<file path="config.mk">
export PLATFORM = sky130hd
export DESIGN_NAME = pivot_permutation_footrule
export DESIGN_NICKNAME = d
export VERILOG_FILES = /design/src/rtl/core/ppf_pkg.sv /design/src/rtl/core/ppf_ram.sv /design/src/rtl/core/ppf_datapath.sv /design/src/rtl/core/ppf_ctrl.sv /design/src/rtl/core/pivot_permutation_footrule.sv
export VERILOG_INCLUDE_DIRS = /design/src /design/src/rtl/core
export SDC_FILE = /design/constraint.sdc
export NUM_CORES = 2
export LEC_CHECK = 0
export ABC_AREA = 1
export BUFFER_PORTS_ARGS = -buffer_cell sky130_fd_sc_hd__buf_4
export CAP_MARGIN = 20
export CORE_AREA = 2 2 309 311
export DETAILED_ROUTE_END_ITERATION = 12
export DIE_AREA = 0 0 311 313
export GPL_TIMING_DRIVEN = 1
export PLACE_DENSITY = 0.83
export SYNTH_ARGS = -nofsm -noshare
export SYNTH_HDL_FRONTEND = slang
export SYNTH_SLANG_ARGS = --single-unit
</file>
<file path="constraint.sdc">
create_clock -name clk -period 11 [get_ports clk]
set_clock_uncertainty 0.1 [all_clocks]
set_input_delay 1.1 -clock clk [delete_from_list [all_inputs] [get_ports clk]]
set_output_delay 1.1 -clock clk [all_outputs]
set_load 0.005 [all_outputs]
</file>
<file path="src/rtl/core/pivot_permutation_footrule_defines.svh">
// assertion macros for the pivot footrule block
`ifndef PIVOT_PERMUTATION_FOOTRULE_DEFINES_SVH
`define PIVOT_PERMUTATION_FOOTRULE_DEFINES_SVH
// implication checked on every clock edge outside reset
`define PPF_ASSERT_IMP(label, ante, cons) \
    label: assert property (@(posedge clk) disable iff (!rst_n) (ante) |-> (cons)) \
        else $error("assertion failed");
// implication checked in the cycle after the antecedent
`define PPF_ASSERT_NXT(label, ante, cons) \
    label: assert property (@(posedge clk) disable iff (!rst_n) (ante) |=> (cons)) \
        else $error("assertion failed");
`endif

</file>
<file path="src/rtl/core/ppf_pkg.sv">
// shared constants and types of the pivot footrule block
package ppf_pkg;
    localparam int MAX_PIVOTS = 16;
    localparam int COORD_BITS = 12;
    localparam int IDX_BITS = $clog2(MAX_PIVOTS);
    localparam int CNT_BITS = $clog2(MAX_PIVOTS + 1);
    localparam int DIST_BITS = 2 * COORD_BITS + 1;
    localparam int SUM_BITS = 2 * IDX_BITS + 2;

    localparam logic [1:0] ACT_LOAD = 2'd0;
    localparam logic [1:0] ACT_QUERY = 2'd1;
    localparam logic [1:0] ACT_OBJECT = 2'd2;
    localparam logic [1:0] ACT_IGNORE = 2'd3;

    typedef struct packed {
        logic load_item;
        logic write_pivot;
        logic dist_step;
        logic rank_clear;
        logic rank_step;
        logic rank_store;
        logic sum_clear;
        logic sum_step;
        logic [IDX_BITS-1:0] p_idx;
        logic [IDX_BITS-1:0] q_idx;
    } ppf_cmd_t;
endpackage

</file>
<file path="src/rtl/core/ppf_ram.sv">
// generic single-port-write ram with registered read
module ppf_ram #(
    parameter int WIDTH = 8,
    parameter int DEPTH = 16
) (
    input  logic                     clk,
    input  logic                     we,
    input  logic [$clog2(DEPTH)-1:0] waddr,
    input  logic [WIDTH-1:0]         wdata,
    input  logic [$clog2(DEPTH)-1:0] raddr,
    output logic [WIDTH-1:0]         rdata
);
    logic [WIDTH-1:0] mem [DEPTH];

    always_ff @(posedge clk)
    begin
        if (we)
        begin
            mem[waddr] <= wdata;
        end
        rdata <= mem[raddr];
    end
endmodule

</file>
<file path="src/rtl/core/ppf_datapath.sv">
// datapath: pivot memories, distance unit, rank counter and footrule sum
module ppf_datapath
    import ppf_pkg::*;
(
    input  logic                  clk,
    input  ppf_cmd_t              cmd,
    input  logic [1:0]            action,
    input  logic [IDX_BITS-1:0]   pivot_slot,
    input  logic [COORD_BITS-1:0] pos_x,
    input  logic [COORD_BITS-1:0] pos_y,
    input  logic [7:0]            object_tag,
    output logic [7:0]            result_tag,
    output logic [7:0]            footrule_distance
);
    logic [COORD_BITS-1:0] px_reg, py_reg;
    logic [7:0] tag_reg;
    logic [1:0] act_reg;
    logic [COORD_BITS-1:0] pvx, pvy;
    logic [DIST_BITS-1:0] dist_reg [MAX_PIVOTS];
    logic [IDX_BITS-1:0] rank_reg;
    logic [IDX_BITS-1:0] qrank;
    logic [SUM_BITS-1:0] sum_reg;
    logic [COORD_BITS-1:0] dx, dy;
    logic [DIST_BITS-1:0] dnew;
    logic [IDX_BITS-1:0] p_d;
    logic step_d, sum_d;
    logic [IDX_BITS-1:0] diff;
    logic is_query;
    // object rank kept per pivot in flops until summed
    logic [IDX_BITS-1:0] orank_reg [MAX_PIVOTS];

    always_ff @(posedge clk)
    begin
        if (cmd.load_item)
        begin
            px_reg  <= pos_x;
            py_reg  <= pos_y;
            tag_reg <= object_tag;
            act_reg <= action;
        end
    end

    assign is_query = (act_reg == ACT_QUERY);

    ppf_ram #(.WIDTH(COORD_BITS), .DEPTH(MAX_PIVOTS)) u_xram (
        .clk(clk), .we(cmd.write_pivot), .waddr(pivot_slot), .wdata(pos_x),
        .raddr(cmd.p_idx), .rdata(pvx));
    ppf_ram #(.WIDTH(COORD_BITS), .DEPTH(MAX_PIVOTS)) u_yram (
        .clk(clk), .we(cmd.write_pivot), .waddr(pivot_slot), .wdata(pos_y),
        .raddr(cmd.p_idx), .rdata(pvy));
    ppf_ram #(.WIDTH(IDX_BITS), .DEPTH(MAX_PIVOTS)) u_qram (
        .clk(clk), .we(cmd.rank_store && is_query), .waddr(cmd.p_idx),
        .wdata(rank_reg), .raddr(cmd.p_idx), .rdata(qrank));

    // ram data arrives in the cycle after the address
    always_ff @(posedge clk)
    begin
        p_d    <= cmd.p_idx;
        step_d <= cmd.dist_step;
        sum_d  <= cmd.sum_step;
    end

    assign dx = (px_reg > pvx) ? px_reg - pvx : pvx - px_reg;
    assign dy = (py_reg > pvy) ? py_reg - pvy : pvy - py_reg;
    assign dnew = DIST_BITS'(dx * dx) + DIST_BITS'(dy * dy);

    always_ff @(posedge clk)
    begin
        if (step_d)
        begin
            dist_reg[p_d] <= dnew;
        end
    end

    always_ff @(posedge clk)
    begin
        if (cmd.rank_clear)
        begin
            rank_reg <= '0;
        end
        else if (cmd.rank_step)
        begin
            if (dist_reg[cmd.q_idx] < dist_reg[cmd.p_idx] ||
                (dist_reg[cmd.q_idx] == dist_reg[cmd.p_idx] && cmd.q_idx < cmd.p_idx))
            begin
                rank_reg <= rank_reg + 1'b1;
            end
        end
    end

    always_ff @(posedge clk)
    begin
        if (cmd.rank_store)
        begin
            orank_reg[cmd.p_idx] <= rank_reg;
        end
    end

    assign diff = (orank_reg[p_d] > qrank) ? orank_reg[p_d] - qrank : qrank - orank_reg[p_d];

    always_ff @(posedge clk)
    begin
        if (cmd.sum_clear)
        begin
            sum_reg <= '0;
        end
        else if (sum_d)
        begin
            sum_reg <= sum_reg + SUM_BITS'(diff);
        end
    end

    assign result_tag = tag_reg;
    assign footrule_distance = (sum_reg > SUM_BITS'(255)) ? 8'd255 : sum_reg[7:0];
endmodule

</file>
<file path="src/rtl/core/ppf_ctrl.sv">
// controller: sequences load, distance, ranking and footrule phases
module ppf_ctrl
    import ppf_pkg::*;
(
    input  logic                clk,
    input  logic                rst_n,
    input  logic                start,
    input  logic [1:0]          action,
    input  logic [CNT_BITS-1:0] count,
    output logic                busy,
    output logic                done,
    output ppf_cmd_t            cmd
);
    typedef enum logic [6:0] {
        S_IDLE = 7'b0000001,
        S_DIST = 7'b0000010,
        S_RANK = 7'b0000100,
        S_SUM  = 7'b0001000,
        S_FLSH = 7'b0010000,
        S_OUT  = 7'b0100000,
        S_EMIT = 7'b1000000
    } state_t;

    state_t state_reg, state_next;
    logic [IDX_BITS-1:0] p_reg, p_next, q_reg, q_next;
    logic obj_reg, obj_next;
    logic ready_reg, ready_next;
    logic [IDX_BITS-1:0] last;

    assign last = IDX_BITS'(count - 1'b1);

    always_ff @(posedge clk or negedge rst_n)
    begin
        if (!rst_n)
        begin
            state_reg <= S_IDLE;
            p_reg     <= '0;
            q_reg     <= '0;
            obj_reg   <= 1'b0;
            ready_reg <= 1'b0;
        end
        else
        begin
            state_reg <= state_next;
            p_reg     <= p_next;
            q_reg     <= q_next;
            obj_reg   <= obj_next;
            ready_reg <= ready_next;
        end
    end

    always_comb
    begin
        state_next = state_reg;
        p_next     = p_reg;
        q_next     = q_reg;
        obj_next   = obj_reg;
        ready_next = ready_reg;
        cmd        = '0;
        cmd.p_idx  = p_reg;
        cmd.q_idx  = q_reg;
        done       = 1'b0;
        case (state_reg)
            S_IDLE:
            begin
                if (start)
                begin
                    cmd.load_item = 1'b1;
                    p_next = '0;
                    q_next = '0;
                    cmd.p_idx = '0;
                    if (action == ACT_LOAD)
                    begin
                        cmd.write_pivot = 1'b1;
                    end
                    else if (action == ACT_QUERY || (action == ACT_OBJECT && ready_reg))
                    begin
                        obj_next = (action == ACT_OBJECT);
                        if (action == ACT_QUERY)
                        begin
                            ready_next = 1'b1;
                        end
                        state_next = (count == '0) ? S_FLSH : S_DIST;
                        cmd.sum_clear = 1'b1;
                    end
                end
            end
            S_DIST:
            begin
                cmd.dist_step = 1'b1;
                if (p_reg == last)
                begin
                    p_next = '0;
                    state_next = S_FLSH;
                end
                else
                begin
                    p_next = p_reg + 1'b1;
                end
            end
            S_FLSH:
            begin
                // let the last distance land
                cmd.rank_clear = 1'b1;
                p_next = '0;
                q_next = '0;
                state_next = (count == '0) ? S_OUT : S_RANK;
            end
            S_RANK:
            begin
                cmd.rank_step = 1'b1;
                if (q_reg == last)
                begin
                    q_next = '0;
                    state_next = S_SUM;
                end
                else
                begin
                    q_next = q_reg + 1'b1;
                end
            end
            S_SUM:
            begin
                cmd.rank_store = 1'b1;
                cmd.rank_clear = 1'b1;
                if (p_reg == last)
                begin
                    p_next = '0;
                    state_next = S_OUT;
                end
                else
                begin
                    p_next = p_reg + 1'b1;
                    state_next = S_RANK;
                end
            end
            S_OUT:
            begin
                // object with pivots: sweep summation over pivots; otherwise finish and return to idle
                if (obj_reg && count != '0)
                begin
                    cmd.sum_step = 1'b1;
                    if (p_reg == last)
                    begin
                        p_next = '0;
                        state_next = S_EMIT;
                    end
                    else
                    begin
                        p_next = p_reg + 1'b1;
                    end
                end
                else
                begin
                    done = obj_reg;
                    state_next = S_IDLE;
                end
            end
            S_EMIT:
            begin
                // last ram read lands in the sum here
                done = 1'b1;
                state_next = S_IDLE;
            end
            default:
            begin
                state_next = S_IDLE;
            end
        endcase
    end

    assign busy = (state_reg != S_IDLE);
endmodule

</file>
<file path="src/rtl/core/pivot_permutation_footrule.sv">
// top level of the pivot permutation footrule scorer
// a load ends at its accepting edge; a query steps through the distance, flush, rank and sum states;
// an object also runs the footrule sum and emit states, result strobed in the cycle busy falls
// one transaction at a time: start is taken only while idle, after the shared rank compare loop
// (n*n compares, one per cycle while in the rank state) and the n-step footrule sum
// reset: asynchronous, clears controller, count_reg and query-valid flag; no stall
module pivot_permutation_footrule
    import ppf_pkg::*;
(
    input  logic                  clk,
    input  logic                  rst_n,
    input  logic                  start,
    output logic                  busy,
    input  logic [1:0]            action,
    input  logic [3:0]            pivot_slot,
    input  logic [COORD_BITS-1:0] pos_x,
    input  logic [COORD_BITS-1:0] pos_y,
    input  logic [7:0]            object_tag,
    input  logic                  cfg_valid,
    output logic                  cfg_ready,
    input  logic [4:0]            cfg_data,
    output logic                  result_valid,
    output logic [7:0]            result_tag,
    output logic [7:0]            footrule_distance
);
`include "pivot_permutation_footrule_defines.svh"
    logic [4:0] count_reg;
    logic [CNT_BITS-1:0] count;
    ppf_cmd_t cmd;
    logic done;

    assign cfg_ready = !busy;
    always_ff @(posedge clk or negedge rst_n)
    begin
        if (!rst_n)
        begin
            count_reg <= '0;
        end
        else if (cfg_valid && cfg_ready)
        begin
            count_reg <= cfg_data;
        end
    end
    assign count = (count_reg > 5'(MAX_PIVOTS)) ? CNT_BITS'(MAX_PIVOTS) : CNT_BITS'(count_reg);

    ppf_ctrl u_ctrl (
        .clk(clk), .rst_n(rst_n), .start(start), .action(action), .count(count),
        .busy(busy), .done(done), .cmd(cmd));

    ppf_datapath u_dp (
        .clk(clk), .cmd(cmd), .action(action), .pivot_slot(pivot_slot[IDX_BITS-1:0]),
        .pos_x(pos_x), .pos_y(pos_y), .object_tag(object_tag),
        .result_tag(result_tag), .footrule_distance(footrule_distance));

    always_ff @(posedge clk or negedge rst_n)
    begin
        if (!rst_n)
        begin
            result_valid <= 1'b0;
        end
        else
        begin
            result_valid <= done;
        end
    end

    `PPF_ASSERT_IMP(a_idle_at_result, result_valid, !busy)
    `PPF_ASSERT_NXT(a_busy_after_work, start && !busy && action == ACT_QUERY, busy)
    `PPF_ASSERT_NXT(a_single_strobe, result_valid, !result_valid)
endmodule
</file>
==> run metrics <==
Sequential Area=30,000 sq um; largest net degree at the start of global routing=154; Placer Congestion=0.950; worst-path fanout max=16; Mapped Nets=5,556; routed length on met2=65.7 mm; setup_tns=0 ps; final hold viol count=0; H-tree depth=3; buffer and inverter count on the worst path=4; Req. time, crit path=11,230 ps; Ys Warns=0; global-route usage over all layers=0.283; Clock Pin Slew Worst Setup and Hold Paths=60 ps; number of buffers created by CTS=97; cell family with most CP delay=adder cells; Die Ht=313 um; met3 wire length=17.4 mm; max reg flops=400; via count=39,200; period utilization=0.831; number of synthesized flops with an enable pin=946; post-synthesis sequential area ratio=0.564; starting density of the core=0.564; CTS tree=done; r2r worst-path depth=26; drt first pass iters=7; layout cells sized above 1=0.0710; Max-Cap Viols=0; crit start category=flop; Skew-Pair Late Insertion Delay=710 ps; Cell Area, Synth=53,100 sq um; first-pass GRT wire length=214 mm; ys async rst share=0.0226; unrepaired setup endpoints after global routing=no; Rel. slew slack=0.226; antenna cells=0; top sig layer=met4; Setup violations, final=0; hold_ws=195 ps; clock period minus worst slack=9140 ps; initial antenna violation count=0; # IOs=66; Fillers=7,045; Routed WL=140 mm; Placed Area=55,000 sq um; Synth area leader=edfxtp_1; Resize count post-CTS=0; Via-to-Cell Ratio=6.06; Synth Flop Type=edfxtp_1; most frequent CP cell=fa_1; vias in the first global route=38,900; clock sinks=1,017; worst-margin pin slew=1160 ps; fin util=0.620; die area=97,300 sq um; Post-Synthesis Cells=5,110; Levels on crit path=26; CTS root buffer=clkbuf_16; Max clock buf depth=3; DRT iter0 DRCs=6,369; Hold Buf Count CTS=0; Die W=311 um; DP Wirelength=83.1 mm; Worst R2R Setup Slack=1860 ps; fmax=0.109 GHz; finished layout cell area=58,400 sq um; WL/cell=21.6 um; IO Port Bufs=65; total grt overflow=0; Post-DRT Antenna Nets=0; placeable core area=94,200 sq um; Multi-input gate area=20,600 sq um; CP Data Arrival Time=9370 ps; DRC Markers=0; Final nets=5,576; synth top area cells=edfxtp_1 (53%), nand2_1 (8.7%), fa_1 (7.8%); row count=113; fin. max-slew vios=0; syn_area_per_cell=10.4 sq um; post-CTS setup buffer count=0; CP Class=reg2reg; M1 WL=51.7 mm; Layout area overhead=9.88%; CP max stage delay=810 ps; Slowest cell on crit path=xor2_1; number of distinct library cells after synthesis=61; top cell type's share of synthesized area=0.535; result of the run=finished, final reports clean; worst hold path class=in2async; crit path capture type=flop; #FFs+latches synth=1,017
[final cells by class]
type	count	share of cell area
multi-input combinational	3367	0.352
tap	1265	0.0271
clock inverter	53	0.0106
clock buffer	129	0.0450
sequential	1017	0.513
inverter	516	0.0333
timing repair buffer	131	0.0185
[cells by family after synthesis]
kind of cell | synth area share
XOR/XNOR | 0.0109
flip-flops | 0.564
AND/OR/NAND/NOR | 0.160
multiplexers | 0.000400
AO/OA/AOI/OAI | 0.0877
buffers and inverters | 0.0548
adder cells (fa/ha/maj) | 0.123
[synth_stat cells (6+ instances only)]
master and n:
inv_2 18, fa_1 206, xor2_1 51, dfxtp_1 48, a21o_1 10, a21oi_1 139, a22oi_1 32, buf_1 17
inv_1 492, o21ai_1 52, xnor2_1 15, a41oi_1 17, o211ai_1 23, edfxtp_1 946, nor2_1 619, ha_1 193
clkinv_1 6, clkbuf_1 92, o22ai_1 190, a31oi_1 35, nand2_1 1228, nand3_1 138, nand2_2 17, o21ai_0 223
buf_4 16, o21bai_1 10, dfrtp_1 22, a221o_1 17, o221ai_1 13, nand4_1 54, buf_2 77, nor3_1 27
[metal layers]
layer / global-route usage / vias up
met5: 0 / -
met4: 0.118 / 0
met3: 0.0539 / 466
met2: 0.456 / 2724
met1: 0.380 / 18600
li1: - / 17400
[worst paths after layout]
check	to	start
max	u_dp.dist_reg[15][20]	u_dp.py_reg[0]
max in group asynchronous	u_ctrl.state_reg[0]	rst_n
min in group clk	u_dp.sum_reg[9]	u_dp.sum_reg[9]
min reg2reg	u_dp.sum_reg[9]	u_dp.sum_reg[9]
min	u_ctrl.ready_reg	rst_n
max reg2reg	u_dp.dist_reg[15][20]	u_dp.py_reg[0]
[layout by cell type (no fill, tap or decap), types with 11 or more instances in the layout]
| cell type | Yosys | routed |
|---|---|---|
| a41oi_1 | 17 | 17 |
| clkinv_1 | 6 | 25 |
| dfxtp_1 | 48 | 48 |
| a221o_1 | 17 | 17 |
| a21oi_1 | 139 | 139 |
| nor3_1 | 27 | 27 |
| o21ai_1 | 52 | 52 |
| nor2_1 | 619 | 582 |
| a31oi_1 | 35 | 35 |
| o221ai_1 | 13 | 13 |
| nand2_2 | 17 | 16 |
| dfrtp_1 | 22 | 20 |
| ha_1 | 193 | 193 |
| nand4_1 | 54 | 54 |
| clkbuf_16 | 0 | 98 |
| o22ai_1 | 190 | 190 |
| fa_1 | 206 | 206 |
| o21ai_0 | 223 | 223 |
| o211ai_1 | 23 | 23 |
| nand2_1 | 1228 | 1226 |
| xor2_1 | 51 | 51 |
| nor2_4 | 5 | 42 |
| clkinv_2 | 0 | 18 |
| nand3_1 | 138 | 138 |
| xnor2_1 | 15 | 15 |
| clkbuf_1 | 92 | 25 |
| a22oi_1 | 32 | 32 |
| inv_1 | 492 | 490 |
| bufinv_16 | 0 | 11 |
| inv_2 | 18 | 16 |
| buf_4 | 16 | 123 |
| edfxtp_1 | 946 | 946 |
[worst register-to-register path, stage by stage, from the launching register on]
cell	delay (ps)
edfxtp_1	390
ha_1	530
inv_1	280
nor3_1	280
nand3_1	120
nand2_2	230
inv_2	140
o21ai_0	100
nand2_1	330
inv_1	240
nand2_1	120
fa_1	500
fa_1	500
fa_1	520
inv_1	60
fa_1	540
fa_1	430
fa_1	520
fa_1	450
ha_1	370
nand2_1	100
nor2_1	250
a21oi_1	140
o21ai_0	460
nand3_1	140
nand2_1	110
xor2_1	810
[through the flow]
stage	cells	worst slack (ps)
6_report	6478	1860
5_1_grt	6478	1420
3_3_place_gp	6282	1950
3_5_place_dp	6286	1960
2_1_floorplan	5110	3410
4_1_cts	6468	1910
Power is left out: the tool's default activity adds up to more than one toggle a clock period on the data nets, which glitch-free logic cannot reach.
